File: config.mk
export PLATFORM = sky130hd
export DESIGN_NAME = differential_drive_odometry_top_flat
export DESIGN_NICKNAME = d
export VERILOG_FILES = /design/src/rtl/odo_pkg.sv /design/src/rtl/odo_if.sv /design/src/rtl/odo_mul.sv /design/src/rtl/odo_cordic.sv /design/src/rtl/differential_drive_odometry_top.sv /design/src/flat_wrapper.sv
export VERILOG_INCLUDE_DIRS = /design/src /design/src/rtl
export SDC_FILE = /design/constraint.sdc
export NUM_CORES = 2
export LEC_CHECK = 0
export ABC_AREA = 0
export BUFFER_PORTS_ARGS = -buffer_cell sky130_fd_sc_hd__buf_2
export CORE_MARGIN = 2
export CORE_UTILIZATION = 40
export CTS_BUF_LIST = sky130_fd_sc_hd__clkbuf_2 sky130_fd_sc_hd__clkbuf_4 sky130_fd_sc_hd__clkbuf_8
export DETAILED_ROUTE_END_ITERATION = 16
export PLACE_DENSITY = 0.56
export SLEW_MARGIN = 20
export SYNTH_ARGS = -nofsm -noshare
export SYNTH_HDL_FRONTEND = slang
export SYNTH_SLANG_ARGS = --single-unit
export TNS_END_PERCENT = 10
File: constraint.sdc
create_clock -name clk -period 27.8 [get_ports clk]
set_input_delay 5.56 -clock clk [delete_from_list [all_inputs] [get_ports clk]]
set_output_delay 5.56 -clock clk [all_outputs]
set_load 0.1 [all_outputs]
File: src/rtl/assert_macros.svh
// Assertion macros shared by the odometry RTL files.
`ifndef ASSERT_MACROS_SVH
`define ASSERT_MACROS_SVH

// Checks a property on every clock edge outside reset.
`define ODO_ASSERT(lbl, prop, msg) \
  lbl: assert property (@(posedge clk) disable iff (!rst_n) prop) else $error(msg);

// Checks that a condition on one edge is followed by another on the next edge.
`define ODO_ASSERT_NEXT(lbl, ante, cons, msg) \
  lbl: assert property (@(posedge clk) disable iff (!rst_n) (ante) |=> (cons)) else $error(msg);

`endif

File: src/rtl/odo_pkg.sv
// Shared widths, constants, types and the arctangent table of the odometry block.
`default_nettype none

package odo_pkg;

  localparam int CORDIC_STEPS = 16;
  localparam int ANGLE_BITS   = 16;
  localparam int CNT_W        = $clog2(CORDIC_STEPS);
  localparam int ATAN_DEPTH   = 24;
  localparam int ATAN_IDX_W   = $clog2(ATAN_DEPTH);

  localparam int ROT_W    = 32;
  localparam int HEAD_W   = 16;
  localparam int CIRC_W   = 16;
  localparam int CIRC_FRAC = 8;
  localparam int TRAVEL_W = 40;
  localparam int STEP_W   = 40;
  localparam int POSE_W   = 48;

  // CORDIC datapath: Q2.30 vector with headroom, angle with two guard bits.
  localparam int CW       = 33;
  localparam int ZW       = ANGLE_BITS + 2;
  localparam int TRIG_SHIFT = 8;
  localparam int TRIG_W   = CW - TRIG_SHIFT;
  localparam int TRIG_FRAC = 22;

  // Shared multiplier and the split of the step into two partial products.
  localparam int MUL_A_W  = 33;
  localparam int MUL_B_W  = 27;
  localparam int PROD_W   = MUL_A_W + MUL_B_W;
  localparam int LO_W     = 20;
  localparam int ACC_W    = 66;
  localparam int INC_W    = ACC_W - TRIG_FRAC;

  localparam logic [CIRC_W-1:0] CIRC_RESET = CIRC_W'(3217);
  localparam logic signed [CW-1:0] CORDIC_GAIN = CW'(652032874);

  localparam logic signed [STEP_W-1:0] STEP_MAX = {1'b0, {(STEP_W-1){1'b1}}};
  localparam logic signed [STEP_W-1:0] STEP_MIN = {1'b1, {(STEP_W-1){1'b0}}};
  localparam logic signed [POSE_W-1:0] POSE_MAX = {1'b0, {(POSE_W-1){1'b1}}};
  localparam logic signed [POSE_W-1:0] POSE_MIN = {1'b1, {(POSE_W-1){1'b0}}};

  // atan(2^-i) in units of 2^-32 turn.
  localparam logic [31:0] ATAN_TURNS32 [ATAN_DEPTH] = '{
    32'h20000000, 32'h12E4051E, 32'h09FB385B, 32'h051111D4,
    32'h028B0D43, 32'h0145D7E1, 32'h00A2F61E, 32'h00517C55,
    32'h0028BE53, 32'h00145F2F, 32'h000A2F98, 32'h000517CC,
    32'h00028BE6, 32'h000145F3, 32'h0000A2FA, 32'h0000517D,
    32'h000028BE, 32'h0000145F, 32'h00000A30, 32'h00000518,
    32'h0000028C, 32'h00000146, 32'h000000A3, 32'h00000051
  };

  typedef struct packed {
    logic                     valid;
    logic signed [TRIG_W-1:0] sin_v;
    logic signed [TRIG_W-1:0] cos_v;
  } trig_t;

  function automatic logic signed [ZW-1:0] atan_step(input logic [CNT_W-1:0] idx);
    logic [31:0] t;
    t = ATAN_TURNS32[ATAN_IDX_W'(idx)];
    return $signed(ZW'(t >> (32 - ANGLE_BITS)));
  endfunction

endpackage

`default_nettype wire

File: src/rtl/odo_if.sv
// Valid/ready channel interfaces for odometry requests and results.
`default_nettype none

interface odo_in_if;
  logic                                 valid;
  logic                                 ready;
  logic signed [odo_pkg::ROT_W-1:0]     right_rotations;
  logic signed [odo_pkg::ROT_W-1:0]     left_rotations;
  logic        [odo_pkg::HEAD_W-1:0]    heading;

  modport source (output valid, right_rotations, left_rotations, heading, input ready);
  modport sink (input valid, right_rotations, left_rotations, heading, output ready);
endinterface

interface odo_out_if;
  logic                                 valid;
  logic                                 ready;
  logic signed [odo_pkg::POSE_W-1:0]    x_position;
  logic signed [odo_pkg::POSE_W-1:0]    y_position;
  logic signed [odo_pkg::STEP_W-1:0]    step_distance;

  modport source (output valid, x_position, y_position, step_distance, input ready);
  modport sink (input valid, x_position, y_position, step_distance, output ready);
endinterface

`default_nettype wire

File: src/rtl/odo_mul.sv
// Shared signed multiplier with a registered product.
`default_nettype none

module odo_mul (
  input  logic                                clk,
  input  logic signed [odo_pkg::MUL_A_W-1:0]  mul_a,
  input  logic signed [odo_pkg::MUL_B_W-1:0]  mul_b,
  output logic signed [odo_pkg::PROD_W-1:0]   prod_r
);

  always_ff @(posedge clk) begin
    prod_r <= mul_a * mul_b;
  end

endmodule

`default_nettype wire

File: src/rtl/odo_cordic.sv
// Iterative rotation-mode CORDIC giving sine and cosine of the heading.
`default_nettype none
`include "assert_macros.svh"

module odo_cordic (
  input  logic                          clk,
  input  logic                          rst_n,
  input  logic                          start,
  input  logic [odo_pkg::HEAD_W-1:0]    heading,
  output odo_pkg::trig_t                trig
);

  logic                              busy_r;
  logic                              fin_r;
  logic                              valid_r;
  logic [odo_pkg::CNT_W-1:0]         it_r;
  logic                              flip_r;
  logic signed [odo_pkg::CW-1:0]     x_r;
  logic signed [odo_pkg::CW-1:0]     y_r;
  logic signed [odo_pkg::ZW-1:0]     z_r;
  logic signed [odo_pkg::TRIG_W-1:0] sin_r;
  logic signed [odo_pkg::TRIG_W-1:0] cos_r;

  logic [odo_pkg::ANGLE_BITS-1:0]    ang;
  logic [odo_pkg::ANGLE_BITS-1:0]    ang_fold;
  logic                              quad_flip;
  logic signed [odo_pkg::CW-1:0]     dx;
  logic signed [odo_pkg::CW-1:0]     dy;
  logic signed [odo_pkg::ZW-1:0]     da;
  logic signed [odo_pkg::CW-1:0]     x_nxt;
  logic signed [odo_pkg::CW-1:0]     y_nxt;
  logic signed [odo_pkg::ZW-1:0]     z_nxt;
  logic signed [odo_pkg::CW-1:0]     x_out;
  logic signed [odo_pkg::CW-1:0]     y_out;

  // Headings in the second and third quadrants are turned by half a turn,
  // which flips the top bit; the result is negated at the end.
  assign ang       = heading[odo_pkg::HEAD_W-1 -: odo_pkg::ANGLE_BITS];
  assign quad_flip = ang[odo_pkg::ANGLE_BITS-1] ^ ang[odo_pkg::ANGLE_BITS-2];
  assign ang_fold  = {ang[odo_pkg::ANGLE_BITS-1] ^ quad_flip, ang[odo_pkg::ANGLE_BITS-2:0]};

  always_comb begin
    dx = y_r >>> it_r;
    dy = x_r >>> it_r;
    da = odo_pkg::atan_step(it_r);
    if (!z_r[odo_pkg::ZW-1]) begin
      x_nxt = x_r - dx;
      y_nxt = y_r + dy;
      z_nxt = z_r - da;
    end else begin
      x_nxt = x_r + dx;
      y_nxt = y_r - dy;
      z_nxt = z_r + da;
    end
    x_out = flip_r ? -x_r : x_r;
    y_out = flip_r ? -y_r : y_r;
  end

  always_ff @(posedge clk) begin
    if (!rst_n) begin
      busy_r  <= 1'b0;
      fin_r   <= 1'b0;
      valid_r <= 1'b0;
      it_r    <= '0;
    end else begin
      fin_r <= 1'b0;
      if (start) begin
        busy_r  <= 1'b1;
        valid_r <= 1'b0;
        it_r    <= '0;
      end else if (busy_r) begin
        it_r <= odo_pkg::CNT_W'(it_r + 1'b1);
        if (it_r == odo_pkg::CNT_W'(odo_pkg::CORDIC_STEPS - 1)) begin
          busy_r <= 1'b0;
          fin_r  <= 1'b1;
        end
      end
      if (fin_r) begin
        valid_r <= 1'b1;
      end
    end
  end

  always_ff @(posedge clk) begin
    if (start) begin
      x_r    <= odo_pkg::CORDIC_GAIN;
      y_r    <= '0;
      z_r    <= odo_pkg::ZW'($signed(ang_fold));
      flip_r <= quad_flip;
    end else if (busy_r) begin
      x_r <= x_nxt;
      y_r <= y_nxt;
      z_r <= z_nxt;
    end
    if (fin_r) begin
      sin_r <= y_out[odo_pkg::CW-1:odo_pkg::TRIG_SHIFT];
      cos_r <= x_out[odo_pkg::CW-1:odo_pkg::TRIG_SHIFT];
    end
  end

  assign trig.valid = valid_r;
  assign trig.sin_v = sin_r;
  assign trig.cos_v = cos_r;

  `ODO_ASSERT(a_start_when_free, start |-> (!busy_r && !fin_r), "CORDIC restarted while running")

endmodule

`default_nettype wire

File: src/rtl/differential_drive_odometry_top.sv
// Top level of the differential-drive odometry block: sequencer and datapath.
// A new request is accepted only in the idle state, once the previous result has been
// loaded into the output register; the CORDIC iterations set the time per request.
// The multiplier is shared by both wheel scalings and the four pose partial products.
// Synchronous active-low reset clears pose, old travels and control; circumference
// returns to 3217 (about four times pi, with eight fraction bits). No clearing pass is needed.
`default_nettype none
`include "assert_macros.svh"

module differential_drive_odometry_top (
  input  logic                           clk,
  input  logic                           rst_n,
  input  logic                           cfg_we,
  input  logic [odo_pkg::CIRC_W-1:0]     cfg_wdata,
  odo_in_if.sink                         in_ch,
  odo_out_if.source                      out_ch
);

  typedef enum logic [11:0] {
    S_IDLE  = 12'b000000000001,
    S_MR    = 12'b000000000010,
    S_ML    = 12'b000000000100,
    S_LT    = 12'b000000001000,
    S_STEP  = 12'b000000010000,
    S_CORD  = 12'b000000100000,
    S_XL    = 12'b000001000000,
    S_XH    = 12'b000010000000,
    S_YL    = 12'b000100000000,
    S_YH    = 12'b001000000000,
    S_FIN   = 12'b010000000000,
    S_DONE  = 12'b100000000000
  } state_t;

  state_t state_r;
  state_t state_nxt;

  logic [odo_pkg::CIRC_W-1:0]          circ_r;
  logic signed [odo_pkg::ROT_W-1:0]    rr_r;
  logic signed [odo_pkg::ROT_W-1:0]    lr_r;
  logic signed [odo_pkg::TRAVEL_W-1:0] rt_r;
  logic signed [odo_pkg::TRAVEL_W-1:0] lt_r;
  logic signed [odo_pkg::TRAVEL_W-1:0] last_rt_r;
  logic signed [odo_pkg::TRAVEL_W-1:0] last_lt_r;
  logic signed [odo_pkg::TRAVEL_W:0]   dr_r;
  logic signed [odo_pkg::TRAVEL_W:0]   dl_r;
  logic signed [odo_pkg::STEP_W-1:0]   step_r;
  logic signed [odo_pkg::ACC_W-1:0]    acc_r;
  logic signed [odo_pkg::POSE_W-1:0]   pose_x_r;
  logic signed [odo_pkg::POSE_W-1:0]   pose_y_r;
  logic                                out_valid_r;
  logic signed [odo_pkg::POSE_W-1:0]   out_x_r;
  logic signed [odo_pkg::POSE_W-1:0]   out_y_r;
  logic signed [odo_pkg::STEP_W-1:0]   out_step_r;

  logic                                in_acc;
  logic                                out_load;
  odo_pkg::trig_t                      trig;
  logic signed [odo_pkg::MUL_A_W-1:0]  mul_a;
  logic signed [odo_pkg::MUL_B_W-1:0]  mul_b;
  logic signed [odo_pkg::PROD_W-1:0]   prod_r;
  logic signed [odo_pkg::MUL_A_W-1:0]  step_lo_a;
  logic signed [odo_pkg::MUL_A_W-1:0]  step_hi_a;
  logic signed [odo_pkg::MUL_B_W-1:0]  circ_b;
  logic signed [odo_pkg::MUL_B_W-1:0]  sin_b;
  logic signed [odo_pkg::MUL_B_W-1:0]  cos_b;

  logic signed [odo_pkg::TRAVEL_W-1:0] travel;
  logic signed [odo_pkg::TRAVEL_W-1:0] last_sel;
  logic signed [odo_pkg::TRAVEL_W:0]   travel_diff;
  logic signed [odo_pkg::TRAVEL_W+1:0] dsum;
  logic signed [odo_pkg::TRAVEL_W:0]   dhalf;
  logic signed [odo_pkg::STEP_W-1:0]   step_sat;
  logic signed [odo_pkg::ACC_W-1:0]    acc_sum;
  logic signed [odo_pkg::INC_W-1:0]    inc;
  logic signed [odo_pkg::POSE_W-1:0]   pose_sel;
  logic signed [odo_pkg::POSE_W:0]     pose_sum;
  logic signed [odo_pkg::POSE_W-1:0]   pose_sat;

  assign in_acc   = in_ch.valid && in_ch.ready;
  assign in_ch.ready = (state_r == S_IDLE);
  assign out_load = (state_r == S_DONE) && (!out_valid_r || out_ch.ready);

  odo_cordic u_cordic (
    .clk     (clk),
    .rst_n   (rst_n),
    .start   (in_acc),
    .heading (in_ch.heading),
    .trig    (trig)
  );

  odo_mul u_mul (
    .clk    (clk),
    .mul_a  (mul_a),
    .mul_b  (mul_b),
    .prod_r (prod_r)
  );

  // The 40-bit step is multiplied in two halves: an unsigned low part and a
  // signed high part, recombined in the accumulator.
  assign step_lo_a = odo_pkg::MUL_A_W'($signed({1'b0, step_r[odo_pkg::LO_W-1:0]}));
  assign step_hi_a = odo_pkg::MUL_A_W'($signed(step_r[odo_pkg::STEP_W-1:odo_pkg::LO_W]));
  assign circ_b    = odo_pkg::MUL_B_W'($signed({1'b0, circ_r}));
  assign sin_b     = odo_pkg::MUL_B_W'(trig.sin_v);
  assign cos_b     = odo_pkg::MUL_B_W'(trig.cos_v);

  always_comb begin
    mul_a = '0;
    mul_b = '0;
    unique case (state_r)
      S_MR: begin
        mul_a = odo_pkg::MUL_A_W'(rr_r);
        mul_b = circ_b;
      end
      S_ML: begin
        // The left wheel is mirrored, so its position is negated before scaling.
        mul_a = -(odo_pkg::MUL_A_W'(lr_r));
        mul_b = circ_b;
      end
      S_XL: begin
        mul_a = step_lo_a;
        mul_b = sin_b;
      end
      S_XH: begin
        mul_a = step_hi_a;
        mul_b = sin_b;
      end
      S_YL: begin
        mul_a = step_lo_a;
        mul_b = cos_b;
      end
      S_YH: begin
        mul_a = step_hi_a;
        mul_b = cos_b;
      end
      default: begin
        mul_a = '0;
        mul_b = '0;
      end
    endcase
  end

  always_comb begin
    travel      = prod_r[odo_pkg::TRAVEL_W+odo_pkg::CIRC_FRAC-1:odo_pkg::CIRC_FRAC];
    last_sel    = (state_r == S_ML) ? last_rt_r : last_lt_r;
    travel_diff = (odo_pkg::TRAVEL_W+1)'(travel) - (odo_pkg::TRAVEL_W+1)'(last_sel);

    dsum  = (odo_pkg::TRAVEL_W+2)'(dr_r) + (odo_pkg::TRAVEL_W+2)'(dl_r);
    dhalf = dsum[odo_pkg::TRAVEL_W+1:1];
    if (dhalf[odo_pkg::TRAVEL_W] != dhalf[odo_pkg::TRAVEL_W-1]) begin
      step_sat = dhalf[odo_pkg::TRAVEL_W] ? odo_pkg::STEP_MIN : odo_pkg::STEP_MAX;
    end else begin
      step_sat = dhalf[odo_pkg::STEP_W-1:0];
    end

    acc_sum = acc_r + (odo_pkg::ACC_W'(prod_r) <<< odo_pkg::LO_W);

    inc      = acc_r[odo_pkg::ACC_W-1:odo_pkg::TRIG_FRAC];
    pose_sel = (state_r == S_YH) ? pose_x_r : pose_y_r;
    pose_sum = (odo_pkg::POSE_W+1)'(pose_sel) + (odo_pkg::POSE_W+1)'(inc);
    if (pose_sum[odo_pkg::POSE_W] != pose_sum[odo_pkg::POSE_W-1]) begin
      pose_sat = pose_sum[odo_pkg::POSE_W] ? odo_pkg::POSE_MIN : odo_pkg::POSE_MAX;
    end else begin
      pose_sat = pose_sum[odo_pkg::POSE_W-1:0];
    end
  end

  always_comb begin
    state_nxt = state_r;
    unique case (state_r)
      S_IDLE: if (in_acc) state_nxt = S_MR;
      S_MR:   state_nxt = S_ML;
      S_ML:   state_nxt = S_LT;
      S_LT:   state_nxt = S_STEP;
      S_STEP: state_nxt = S_CORD;
      S_CORD: if (trig.valid) state_nxt = S_XL;
      S_XL:   state_nxt = S_XH;
      S_XH:   state_nxt = S_YL;
      S_YL:   state_nxt = S_YH;
      S_YH:   state_nxt = S_FIN;
      S_FIN:  state_nxt = S_DONE;
      S_DONE: if (out_load) state_nxt = S_IDLE;
      default: state_nxt = S_IDLE;
    endcase
  end

  always_ff @(posedge clk) begin
    if (!rst_n) begin
      state_r     <= S_IDLE;
      circ_r      <= odo_pkg::CIRC_RESET;
      last_rt_r   <= '0;
      last_lt_r   <= '0;
      pose_x_r    <= '0;
      pose_y_r    <= '0;
      out_valid_r <= 1'b0;
    end else begin
      state_r <= state_nxt;
      if (cfg_we) begin
        circ_r <= cfg_wdata;
      end
      if (state_r == S_YH) begin
        pose_x_r <= pose_sat;
      end
      // The pose y update and the travel hand-over happen together at the end.
      if (out_load) begin
        pose_y_r  <= pose_sat;
        last_rt_r <= rt_r;
        last_lt_r <= lt_r;
      end
      if (out_load) begin
        out_valid_r <= 1'b1;
      end else if (out_ch.ready) begin
        out_valid_r <= 1'b0;
      end
    end
  end

  always_ff @(posedge clk) begin
    if (in_acc) begin
      rr_r <= in_ch.right_rotations;
      lr_r <= in_ch.left_rotations;
    end
    if (state_r == S_ML) begin
      rt_r <= travel;
      dr_r <= travel_diff;
    end
    if (state_r == S_LT) begin
      lt_r <= travel;
      dl_r <= travel_diff;
    end
    if (state_r == S_STEP) begin
      step_r <= step_sat;
    end
    if ((state_r == S_XH) || (state_r == S_YH)) begin
      acc_r <= odo_pkg::ACC_W'(prod_r);
    end else if ((state_r == S_YL) || (state_r == S_FIN)) begin
      acc_r <= acc_sum;
    end
    if (out_load) begin
      out_x_r    <= pose_x_r;
      out_y_r    <= pose_sat;
      out_step_r <= step_r;
    end
  end

  assign out_ch.valid         = out_valid_r;
  assign out_ch.x_position    = out_x_r;
  assign out_ch.y_position    = out_y_r;
  assign out_ch.step_distance = out_step_r;

  `ODO_ASSERT_NEXT(a_busy_after_accept, in_acc, !in_ch.ready, "request accepted while busy")
  `ODO_ASSERT(a_result_from_done, $rose(out_valid_r) |-> $past(state_r == S_DONE), "result raised outside the done step")
  `ODO_ASSERT(a_trig_before_products, (state_r == S_XL) |-> trig.valid, "pose products started before trig")

endmodule

`default_nettype wire
File: src/flat_wrapper.sv
// flat-port wrapper written by rule: the top's interface ports become plain ports
module differential_drive_odometry_top_flat 
  (clk, rst_n, cfg_we, cfg_wdata, in_ch_valid, in_ch_right_rotations, in_ch_left_rotations, in_ch_heading, in_ch_ready, out_ch_valid, out_ch_x_position, out_ch_y_position, out_ch_step_distance, out_ch_ready);
  odo_in_if in_ch_i ();
  odo_out_if out_ch_i ();
  input  logic clk;
  input  logic rst_n;
  input  logic cfg_we;
  input  logic [odo_pkg::CIRC_W-1:0] cfg_wdata;
  input wire logic [$bits(in_ch_i.valid)-1:0] in_ch_valid;
  input wire logic [$bits(in_ch_i.right_rotations)-1:0] in_ch_right_rotations;
  input wire logic [$bits(in_ch_i.left_rotations)-1:0] in_ch_left_rotations;
  input wire logic [$bits(in_ch_i.heading)-1:0] in_ch_heading;
  output wire logic [$bits(in_ch_i.ready)-1:0] in_ch_ready;
  output wire logic [$bits(out_ch_i.valid)-1:0] out_ch_valid;
  output wire logic [$bits(out_ch_i.x_position)-1:0] out_ch_x_position;
  output wire logic [$bits(out_ch_i.y_position)-1:0] out_ch_y_position;
  output wire logic [$bits(out_ch_i.step_distance)-1:0] out_ch_step_distance;
  input wire logic [$bits(out_ch_i.ready)-1:0] out_ch_ready;
  assign in_ch_i.valid = in_ch_valid;
  assign in_ch_i.right_rotations = in_ch_right_rotations;
  assign in_ch_i.left_rotations = in_ch_left_rotations;
  assign in_ch_i.heading = in_ch_heading;
  assign in_ch_ready = in_ch_i.ready;
  assign out_ch_valid = out_ch_i.valid;
  assign out_ch_x_position = out_ch_i.x_position;
  assign out_ch_y_position = out_ch_i.y_position;
  assign out_ch_step_distance = out_ch_i.step_distance;
  assign out_ch_i.ready = out_ch_ready;
  differential_drive_odometry_top u_core (.clk(clk), .rst_n(rst_n), .cfg_we(cfg_we), .cfg_wdata(cfg_wdata), .in_ch(in_ch_i), .out_ch(out_ch_i));
endmodule
==> impl_metrics.py <==
metrics = {
    "clock_network": {
        "cts_tree": "yes",
        "postCtsSetupBuffers": 0,
        "clockRootBuffer": "clkbuf_8",
        "clockBufferDepth": 3,
        "postCtsHoldBufs": 0,
        "cts_buffers": 159,
        "cts_sinks": 855,
        "clkTransAtPathRegs_ps": 60,
        "htree_levels": 4,
        "clk-insertion-delay-late_ps": 920,
        "ctsResizeCount": 0,
    },
    "power": {
        "internal_power_uw": 2975,
        "peakVddDrop_uv": 72.80,
        "seqPwrFrac_pct": 33.6,
        "switching_share_pct": 36.72,
        "p_leak_uw": 0.03862,
        "power.share.clock_pct": 29.4,
        "p_comb_share_pct": 37.1,
        "switchingPower_uw": 1726,
        "p_per_area_nw_per_um2": 53.84,
    },
    "global_routing": {
        "antenna_found_initial": 14,
        "track_usage_pct": 24.54,
        "overflow": 0,
        "grt_pass1_wl_um": 380100,
        "grt_max_degree": 113,
        "grt_pass1_vias": 62638,
    },
    "placed_design": {
        "globalplace.congestion": 0.9193,
        "placed_cell_area_um2": 83680,
        "dp_hpwl_um": 193600,
        "port_buffers": 238,
        "place_ws_ps": 15970,
    },
    "run_status": {
        "status": "finished clean",
    },
    "floorplan": {
        "initial_utilization_pct": 40.35,
        "fp.dieW_um": 450.5,
        "io_pins": 239,
        "core_area_um2": 197600,
        "row_count": 163,
        "die_h_um": 450.5,
        "die_area_um2": 202900,
    },
    "run": {
        "max_cap_violations": 0,
    },
    "yosys": {
        "synth.area.top_cells": "fa_1 23%, edfxtp_1 19%, dfxtp_1 8.5%, ha_1 6.9%, nand2_1 5.7%",
        "async_flop_share_pct": 0,
        "syn-num-nets": 9914,
        "ys_types": 100,
        "synth-xor-area-share_pct": 4.855,
        "seq_area_frac_synth_pct": 27.96,
        "synth_area_leader_cell": "fa_1",
        "yosysTopAreaCellShare_pct": 22.60,
        "synth_compound_area_share_pct": 11.92,
        "synthAdderAreaFrac_pct": 29.74,
        "netlist_area_um2": 79740,
        "ys_ff_latch": 855,
        "synth_top_family_by_area": "adder cells",
        "synthSimpleGateAreaFrac_pct": 13.64,
        "avgSynthCellArea_um2": 9.407,
        "syn_inst": 8476,
        "synth-edff-count": 517,
        "yosys_warnings": 0,
        "synth_top_flop_cell": "edfxtp_1",
        "synthMuxAreaShare_pct": 4.370,
    },
    "final_layout": {
        "final_cell_mix": "1207 x nand2_1, 1166 x inv_1, 900 x fa_1",
        "final_common_cell": "nand2_1",
        "nNetsFinal": 10028,
        "synthToLayoutAreaGrowth_pct": 9.486,
        "drive_gt1_share_pct": 9.591,
        "fin_area_um2": 87300,
    },
    "timing": {
        "rsz0062_at_grt": "false",
        "skew_ps": 69.31,
        "setup_ws_ps": 15970,
        "final-max-slew-violation-count": 0,
        "whs_ps": 421.3,
        "fin_crit_sh_pct": 42.54,
        "clock.fmax_ghz": 0.08455,
        "slew_headroom_pct": 17.52,
        "setup_viol_count_final": 0,
        "fin_tns_setup_ps": 0,
        "tightestPinTransition_ps": 1234,
        "fin_crit_ps": 11830,
        "finalHoldViolCount": 0,
    },
    "worst_setup_path": {
        "crit_type": "reg -> reg",
        "worstPathArrival_ps": 12660,
        "crit_path_start_kind": "flip-flop",
        "cp_data_required_time_ps": 28630,
        "path_common_cell": "inv_1",
        "cp-end-kind": "flip-flop",
        "crit_slowest_cell": "nand2_1",
        "cp_max_fo": 24,
        "crit_path_max_incr_delay_ps": 870,
    },
    "route": {
        "route.vias.total": 61285,
        "wl_per_cell_um": 22.05,
        "drtIter0Drc": 4580,
        "vias_per_cell": 5.390,
        "drt-pass1-iter-count": 6,
        "drc_errors": 0,
        "drtAntennaViolNets": 0,
        "routed_wl_um": 250800,
    },
    "hold_path": {
        "hold_class": "reg -> reg",
    },
}
-- Yosys cell counts (all sizes together) (137+ instances only) --
master / n
a21o: 188
a21oi: 374
clkbuf: 340
dfxtp: 338
edfxtp: 517
fa: 900
ha: 437
inv: 1167
mux2i: 149
nand2: 1211
nor2: 738
o21ai: 372
xnor2: 305
xor2: 137
-- metal layers --
layer | wire length, um | part of all wire [%] | global-route usage (%)
met1 | 104800 | 42 | 31.33
met2 | 119600 | 48 | 41.29
met3 | 16280 | 6.5 | 4.476
met4 | 9979 | 4.0 | 9.270
met5 | 87 | 0.035 | 0
-- per-stage QoR --
stage / total power [uW] / cells / util, %
2_1_floorplan: 2910 / 8476 / -
3_3_place_gp: 3295 / 11067 / 42.34
6_report: 4701 / 11371 / 44.17
5_1_grt: 4994 / 11368 / 44.17
4_1_cts: 4727 / 11366 / 44.16
3_5_place_dp: 3320 / 11068 / 42.34
-- cell type report --
type / instances / area [um^2]
fillers: 19213 / 110300
multi-input cells: 6048 / 51610
flip-flops and latches: 855 / 22300
inverters: 1174 / 4415
well taps: 2640 / 3303
clock buffers: 225 / 2809
repair buffers: 352 / 2057
clock inverters: 73 / 790.8
diodes: 4 / 10.01
-- sequential cells by signal, indices dropped and copies added, names as in the netlist, 33 cells and up --
name and flops:
u_core.pose_y_r 48, u_core.rt_r 40, u_core.u_mul.prod_r 60, u_core.last_rt_r 40
u_core.pose_x_r 48, u_core.out_ch.x_position 48, u_core.acc_r 46, u_core.last_lt_r 40
u_core.dl_r 41, u_core.u_cordic.y_r 33, u_core.out_ch.step_distance 40, u_core.u_cordic.x_r 33
u_core.out_ch.y_position 48, u_core.step_r 40, u_core.dr_r 41, u_core.lt_r 40
-- final timing paths --
| kind | cells past startpoint | to | slack (ps) | start |
|---|---|---|---|---|
| worst max register to register | 34 | u_core.u_mul.prod_r[58] | 15970 | u_core.state_r[5] |
| worst max-delay path | 34 | u_core.u_mul.prod_r[58] | 15970 | u_core.state_r[5] |
| worst min register to register | 0 | u_core.out_ch.x_position[38] | 420 | u_core.pose_x_r[38] |
| worst min-delay path | 0 | u_core.out_ch.x_position[38] | 420 | u_core.pose_x_r[38] |
-- critical path: cells and delay by family, from the launching register on --
kind / cells / cell delay [ps]
adder cells (fa/ha/maj): 8 / 4080
AND/OR/NAND/NOR: 9 / 3830
AO/OA/AOI/OAI: 8 / 1870
buffers and inverters: 9 / 1650
flip-flops: 1 / 340
-- power groups by stage --
stage / clock [uW] / sequential, uW / combinational [uW]
after global routing: 1470 / 1580 / 1940
after CTS: 1420 / 1570 / 1730
after floorplan: 0 / 1500 / 1410
after global placement: 0 / 1600 / 1700
after detailed placement: 0 / 1600 / 1720
final: 1380 / 1580 / 1740
-- cells by family after synthesis --
family	after synthesis
muxes	252
buffers and inverters	1573
AOI/OAI and AO/OA	1482
xor gates and xnor gates	442
DFF	855
and+or+nand+nor	2512
adders and majority gates	1360
Power figures use the tool's default switching activity.
